==> src/hdl/xcptr_pkg.sv <==
// Package for the x86 call pattern target resolver.
// Holds opcode constants, pattern kind codes, config indexes and the result type.
// No dependencies.
`timescale 1ns / 1ps

package xcptr_pkg;

  localparam int unsigned RVA_W     = 32;
  localparam int unsigned BYTE_W    = 8;
  localparam int unsigned LEFT_W    = 3;
  localparam int unsigned CFG_IDX_W = 2;
  localparam int unsigned CFG_DAT_W = 32;

  typedef enum logic [1:0] {
    KIND_DIRECT   = 2'd0,
    KIND_INDIRECT = 2'd1,
    KIND_PRO64    = 2'd2,
    KIND_PRO32    = 2'd3
  } kind_t;

  typedef enum logic [CFG_IDX_W-1:0] {
    CFG_PE32_PLUS  = 2'd0,
    CFG_IMAGE_SIZE = 2'd1
  } cfg_idx_t;

  localparam logic [BYTE_W-1:0] OP_CALL_REL  = 8'he8;
  localparam logic [BYTE_W-1:0] OP_GRP5      = 8'hff;
  localparam logic [BYTE_W-1:0] MODRM_CALL   = 8'h15;
  localparam logic [BYTE_W-1:0] PFX_REX_W    = 8'h48;
  localparam logic [BYTE_W-1:0] OP_ALU_IMM8  = 8'h83;
  localparam logic [BYTE_W-1:0] MODRM_SUB_SP = 8'hec;
  localparam logic [BYTE_W-1:0] IMM_FRAME    = 8'h28;
  localparam logic [BYTE_W-1:0] OP_PUSH_BP   = 8'h55;
  localparam logic [BYTE_W-1:0] OP_MOV_RM    = 8'h8b;

  localparam logic [LEFT_W-1:0] LEN_DIRECT   = 3'd5;
  localparam logic [LEFT_W-1:0] LEN_INDIRECT = 3'd6;
  localparam logic [LEFT_W-1:0] LEN_PRO64    = 3'd4;
  localparam logic [LEFT_W-1:0] LEN_PRO32    = 3'd3;

  localparam logic             PE32_PLUS_RST  = 1'b1;
  localparam logic [RVA_W-1:0] IMAGE_SIZE_RST = '0;

  typedef struct packed {
    logic             found;
    kind_t            kind;
    logic [RVA_W-1:0] target;
  } result_t;

endpackage

==> src/hdl/x86_call_pattern_target_resolver.sv <==
// Top level of the x86 call pattern target resolver: input register, pattern
// match and target check, result register. Depends on xcptr_pkg.
//
//   channel | ports                         | handshake
//   in      | in_position_rva..in_bytes_left | in_valid / in_stall
//   out     | out_found, out_pattern_kind,   | out_valid / out_stall
//           | out_target_rva                 |
//   cfg     | cfg_index, cfg_data            | cfg_valid / cfg_ready
//
// One transaction per cycle while out_stall is low.
// The input register feeds one 34-bit add and compare into the result register.
// in_stall rises only when both registers are full and out_stall is high.
// Synchronous active-low reset empties both stages and restores config defaults.
// cfg_ready is always high.
`timescale 1ns / 1ps

module x86_call_pattern_target_resolver (
  input  logic                               clk,
  input  logic                               rst_n,
  input  logic                               in_valid,
  output logic                               in_stall,
  input  logic [xcptr_pkg::RVA_W-1:0]        in_position_rva,
  input  logic [xcptr_pkg::BYTE_W-1:0]       in_byte0,
  input  logic [xcptr_pkg::BYTE_W-1:0]       in_byte1,
  input  logic [xcptr_pkg::BYTE_W-1:0]       in_byte2,
  input  logic [xcptr_pkg::BYTE_W-1:0]       in_byte3,
  input  logic [xcptr_pkg::BYTE_W-1:0]       in_byte4,
  input  logic [xcptr_pkg::BYTE_W-1:0]       in_byte5,
  input  logic [xcptr_pkg::LEFT_W-1:0]       in_bytes_left,
  output logic                               out_valid,
  input  logic                               out_stall,
  output logic                               out_found,
  output logic [1:0]                         out_pattern_kind,
  output logic [xcptr_pkg::RVA_W-1:0]        out_target_rva,
  input  logic                               cfg_valid,
  output logic                               cfg_ready,
  input  logic [xcptr_pkg::CFG_IDX_W-1:0]    cfg_index,
  input  logic [xcptr_pkg::CFG_DAT_W-1:0]    cfg_data
);
  import xcptr_pkg::*;

  logic             pe32_plus_r;
  logic [RVA_W-1:0] image_size_r;

  logic              s1_valid_r;
  logic [RVA_W-1:0]  rva_r;
  logic [BYTE_W-1:0] b0_r, b1_r, b2_r, b3_r, b4_r, b5_r;
  logic [LEFT_W-1:0] left_r;

  logic    s2_valid_r;
  result_t res_r;
  result_t res_nxt;

  logic s2_en;
  logic s1_en;

  logic              is_direct, is_indirect, is_pro64, is_pro32;
  logic [RVA_W-1:0]  disp;
  logic [LEFT_W-1:0] call_len;
  logic [RVA_W+1:0]  sum;
  logic              tgt_ok;

  assign cfg_ready = 1'b1;
  assign s2_en     = !s2_valid_r || !out_stall;
  assign s1_en     = !s1_valid_r || s2_en;
  assign in_stall  = !s1_en;

  always_ff @(posedge clk) begin
    if (!rst_n) begin
      pe32_plus_r  <= PE32_PLUS_RST;
      image_size_r <= IMAGE_SIZE_RST;
    end else if (cfg_valid && cfg_ready) begin
      case (cfg_index)
        CFG_PE32_PLUS:  pe32_plus_r  <= cfg_data[0];
        CFG_IMAGE_SIZE: image_size_r <= cfg_data[RVA_W-1:0];
        default: ;
      endcase
    end
  end

  always_ff @(posedge clk) begin
    if (!rst_n) begin
      s1_valid_r <= 1'b0;
    end else if (s1_en) begin
      s1_valid_r <= in_valid;
    end
  end

  always_ff @(posedge clk) begin
    if (s1_en && in_valid) begin
      rva_r  <= in_position_rva;
      b0_r   <= in_byte0;
      b1_r   <= in_byte1;
      b2_r   <= in_byte2;
      b3_r   <= in_byte3;
      b4_r   <= in_byte4;
      b5_r   <= in_byte5;
      left_r <= in_bytes_left;
    end
  end

  always_comb begin
    is_direct   = pe32_plus_r && (left_r >= LEN_DIRECT) && (b0_r == OP_CALL_REL);
    is_indirect = pe32_plus_r && (left_r >= LEN_INDIRECT) &&
                  (b0_r == OP_GRP5) && (b1_r == MODRM_CALL);
    is_pro64    = pe32_plus_r && (left_r >= LEN_PRO64) && (b0_r == PFX_REX_W) &&
                  (b1_r == OP_ALU_IMM8) && (b2_r == MODRM_SUB_SP) && (b3_r == IMM_FRAME);
    is_pro32    = !pe32_plus_r && (left_r >= LEN_PRO32) && (b0_r == OP_PUSH_BP) &&
                  (b1_r == OP_MOV_RM) && (b2_r == MODRM_SUB_SP);

    if (is_direct) begin
      disp     = {b4_r, b3_r, b2_r, b1_r};
      call_len = LEN_DIRECT;
    end else begin
      disp     = {b5_r, b4_r, b3_r, b2_r};
      call_len = LEN_INDIRECT;
    end

    sum    = {2'b00, rva_r} + {{(RVA_W-1){1'b0}}, call_len} + {{2{disp[RVA_W-1]}}, disp};
    tgt_ok = !sum[RVA_W+1] && !sum[RVA_W] &&
             ((image_size_r == '0) || (sum[RVA_W-1:0] < image_size_r));

    res_nxt = '{found: 1'b0, kind: KIND_DIRECT, target: '0};
    if (is_direct || is_indirect) begin
      if (tgt_ok) begin
        res_nxt.found  = 1'b1;
        res_nxt.kind   = is_direct ? KIND_DIRECT : KIND_INDIRECT;
        res_nxt.target = sum[RVA_W-1:0];
      end
    end else if (is_pro64) begin
      res_nxt = '{found: 1'b1, kind: KIND_PRO64, target: rva_r};
    end else if (is_pro32) begin
      res_nxt = '{found: 1'b1, kind: KIND_PRO32, target: rva_r};
    end
  end

  always_ff @(posedge clk) begin
    if (!rst_n) begin
      s2_valid_r <= 1'b0;
    end else if (s2_en) begin
      s2_valid_r <= s1_valid_r;
    end
  end

  always_ff @(posedge clk) begin
    if (s2_en && s1_valid_r) begin
      res_r <= res_nxt;
    end
  end

  assign out_valid        = s2_valid_r;
  assign out_found        = res_r.found;
  assign out_pattern_kind = res_r.kind;
  assign out_target_rva   = res_r.target;

endmodule

==> config.mk <==
export PLATFORM = sky130hd
export DESIGN_NAME = x86_call_pattern_target_resolver
export DESIGN_NICKNAME = d
export VERILOG_FILES = /design/src/hdl/xcptr_pkg.sv /design/src/hdl/x86_call_pattern_target_resolver.sv
export SDC_FILE = /design/constraint.sdc
export NUM_CORES = 1
export LEC_CHECK = 0
export BUFFER_PORTS_ARGS = -buffer_cell sky130_fd_sc_hd__buf_4
export CORE_ASPECT_RATIO = 0.9
export CORE_MARGIN = 2
export CORE_UTILIZATION = 60
export DETAILED_ROUTE_END_ITERATION = 10
export GPL_TIMING_DRIVEN = 0
export PLACE_DENSITY = 0.85
export SLEW_MARGIN = 25
export SYNTH_ARGS = -nofsm -noshare
export SYNTH_HDL_FRONTEND = slang
export SYNTH_SLANG_ARGS = --single-unit
==> constraint.sdc <==
create_clock -name clk -period 14.4 [get_ports clk]
set_clock_uncertainty 0.15 [all_clocks]
set_input_delay 3.6 -clock clk [delete_from_list [all_inputs] [get_ports clk]]
set_output_delay 3.6 -clock clk [all_outputs]
set_load 0.1 [all_outputs]
==> flow_summary.toml <==
[clock_tree]
ctsLongestPathBuffers = 2
cts.clk_slew.worst_paths_ns = 0.06
cts_made_buffers = 17
cts_hold_buffers = 0
postCtsSetupBuffers = 0
cts.htree.levels = 4
clock_latency_ns = 0.44
cts.sinks = 153
root_buffer = "clkbuf_16"
cts_tree = "yes"
cts_resized = 0

[routing]
dr.pass1.iters = 7
wire_per_inst_um = 18.9
num_vias = 6933
ant_nets = 0
drt_iter0_drc = 556
route.detailed.drc = 0
wirelength_um = 22100
routed_via_density = 5.92

[floorplan]
io_pins = 160
placementRows = 41
die_y_um = 119
dieArea_mm2 = 0.0156
core_area_mm2 = 0.0142
die_w_um = 132
initial_utilization_pct = 62.1

[timing]
fmax_mhz = 118
finalSetupViolations = 0
finalSetupTns_ns = 0
tightest_slew_ns = 0.875
whs_ns = 0.337
min_period_ns = 8.50
relSlewSlack_pct = 41.7
drv_slew = 0
hold_viol_final = 0
rsz0062_at_grt = "false"
finalCritPeriodShare_pct = 59.1

[worst_hold_path]
worstHoldPathType = "flip-flop to flip-flop"
hp-start = "image_size_r[27]"
holdPathEnd = "image_size_r[27]"
whs_path_depth = 2

[logic_synthesis]
synth_top_family_by_area = "compound AO/OA/AOI/OAI gates"
yosys_warnings = 0
syn_area_mm2 = 0.00879
synthMuxAreaShare_pct = 4.18
ys_ff_latch = 153
synth_cell_types = 67
async_reset_ff_share_pct = 0
synthTopCellsByArea = "edfxtp_1 40%, ha_1 13%, dfxtp_1 8.0%"
synth-xor-area-share_pct = 2.89
syn_inst = 782
synth-seq-area-share_pct = 48.3
yosysTopAreaCell = "edfxtp_1"
synth_top_area_share_pct = 40.3
synthFlopType = "edfxtp_1"
yosys.area_share.simple_pct = 10.8
avgSynthCellArea_um2 = 11.2
syn_nets = 1000
synth_edf_count = 118
synth-compound-area-share_pct = 16.4
synthAdderAreaFrac_pct = 13.9

[worst_setup_path]
end_kind = "flip-flop"
rrSetupSlack_ns = 5.90
slowest_delay_ns = 0.80
worstSetupPathType = "flip-flop to flip-flop"
cp_max_fo = 10
r2r-start = "b0_r[0]"
critical_path.startpoint_type = "flip-flop"
worstPathArrival_ns = 8.64
cp.required_ns = 14.53
reg2regPathDepth = 26
timing.rr.end = "out_target_rva[20]"
slowest_stage = "a2111oi_4"

[global_routing]
grt_max_degree = 23
grt_pass1_wl_um = 35100
grtUsageTotal_pct = 29.3
globalRoute.totalOverflow = 0
grt_pass1_vias = 6852
antenna_found_initial = 0

[outcome]
outcome = "complete, no violations"

[placed_design]
io_buffers = 158
dp.cells = 1139
dp_hpwl_um = 17100
gp_congestion = 0.919

[pwr]
ir_drop_mv = 0.0997
finalPower_mw = 1.24
leakage_nw = 4.53
pwr_density_cell_mw_per_mm2 = 113

[layout]
drive_gt1_share_pct = 24.2
fin_nets = 1183
diodes = 0
final_cells = 1171
syn_to_final_growth_pct = 24.6

[flow_run]
drv_cap = 0
==> placed cells by master, fill, tap and decap left out, drive strengths merged, types with 14 or more instances in the layout <==
cell | Yosys | routed
buf | 5 | 169
a21oi | 39 | 39
xor2 | 15 | 15
a21o | 19 | 19
clkbuf | 27 | 47
a21boi | 35 | 35
inv | 44 | 46
ha | 93 | 93
mux2 | 30 | 30
nand2 | 94 | 94
dfxtp | 35 | 35
edfxtp | 118 | 118
nor2 | 29 | 29
xnor2 | 14 | 14
a22o | 32 | 32
nand4 | 16 | 16
o21ai | 18 | 18
==> per-layer routing <==
metal,GRT usage (%),vias to the layer above,part of all wire [%],wire [um]
li1,-,3302,-,-
met3,7.11,49,8.8,1940
met5,0,-,0,0
met4,12.5,0,2.8,615
met2,45.6,362,45,9890
met1,39.4,3220,44,9660
==> through the flow <==
| step | area (um^2) | util [%] | setup WS (ns) |
|---|---|---|---|
| final | 11000 | 77.4 | 5.90 |
| after detailed placement | 10400 | 73.4 | 6.11 |
| after global placement | 10200 | 72.2 | 4.68 |
| after global routing | 11000 | 77.4 | 5.54 |
| after floorplan | 8790 | - | 5.77 |
| after CTS | 11000 | 77.4 | 5.99 |
==> cell type report <==
class | instances | area [um^2]
Buffer | 32 | 146
Clock buffer | 20 | 437
Clock inverter | 12 | 125
Fill cell | 939 | 3200
Inverter | 44 | 165
Multi-Input combinational cell | 553 | 4260
Sequential cell | 153 | 4240
Tap cell | 193 | 241
Timing Repair Buffer | 164 | 1340
==> where the power goes <==
group	total, mW	internal, mW	switching, mW
combinational	0.294	0.122	0.172
sequential	0.511	0.497	0.0144
clock	0.432	0.254	0.178
==> sequential cells by signal (all words and copies together) (netlist names), 8 cells and up <==
signal	cells
b0_r	8
b1_r	8
b2_r	8
b3_r	8
b4_r	8
b5_r	8
image_size_r	32
out_target_rva	32
rva_r	32
==> synthesized netlist by cell type (all sizes together), types with 2 or more instances <==
cell type  number
o21a           10
o21ai          18
nor2b           6
edfxtp        118
a22o           32
nor2           29
nand2b          3
mux2i           3
a2111oi         2
nor4b           3
and4            2
buf             5
o221ai          3
o21bai          4
a211oi          9
a31o            2
inv            44
xnor2          14
or3             2
nand3          10
nand2          94
xor2           15
a21boi         35
nor3b           2
a221oi          2
clkbuf         27
a21oi          39
ha             93
a31oi           6
a21o           19
o211ai          5
nand4          16
fa              3
nor3            7
nor4           12
dfxtp          35
a211o           3
and3            3
mux2           30
==> worst max-delay path by stage <==
stage,endpoint,startpoint
6_report,out_target_rva[20],b0_r[0]
3_5_place_dp,out_target_rva[19],b0_r[0]
4_1_cts,out_target_rva[19],b0_r[0]
5_1_grt,out_target_rva[20],b0_r[1]
2_1_floorplan,b0_r[0],out_stall
3_3_place_gp,rva_r[23],out_stall
==> worst max-delay path: cells and delay by family (launching register included) <==
kind | cells | cell delay, ns
adder cells (fa/ha/maj) | 4 | 1.46
buffers and inverters | 2 | 0.61
multiplexers | 1 | 0.38
AND/OR/NAND/NOR | 4 | 0.80
XOR/XNOR | 1 | 0.23
AO/OA/AOI/OAI | 14 | 4.29
flip-flops | 1 | 0.42
==> cell families after synthesis <==
group	count (synthesis)
xor gates and xnor gates	29
and+or+nand+nor	198
muxes	33
adders and majority gates	96
DFF	153
AOI/OAI and AO/OA	196
other	1
buffers and inverters	76
No activity file was read; power rests on OpenSTA's default activity.
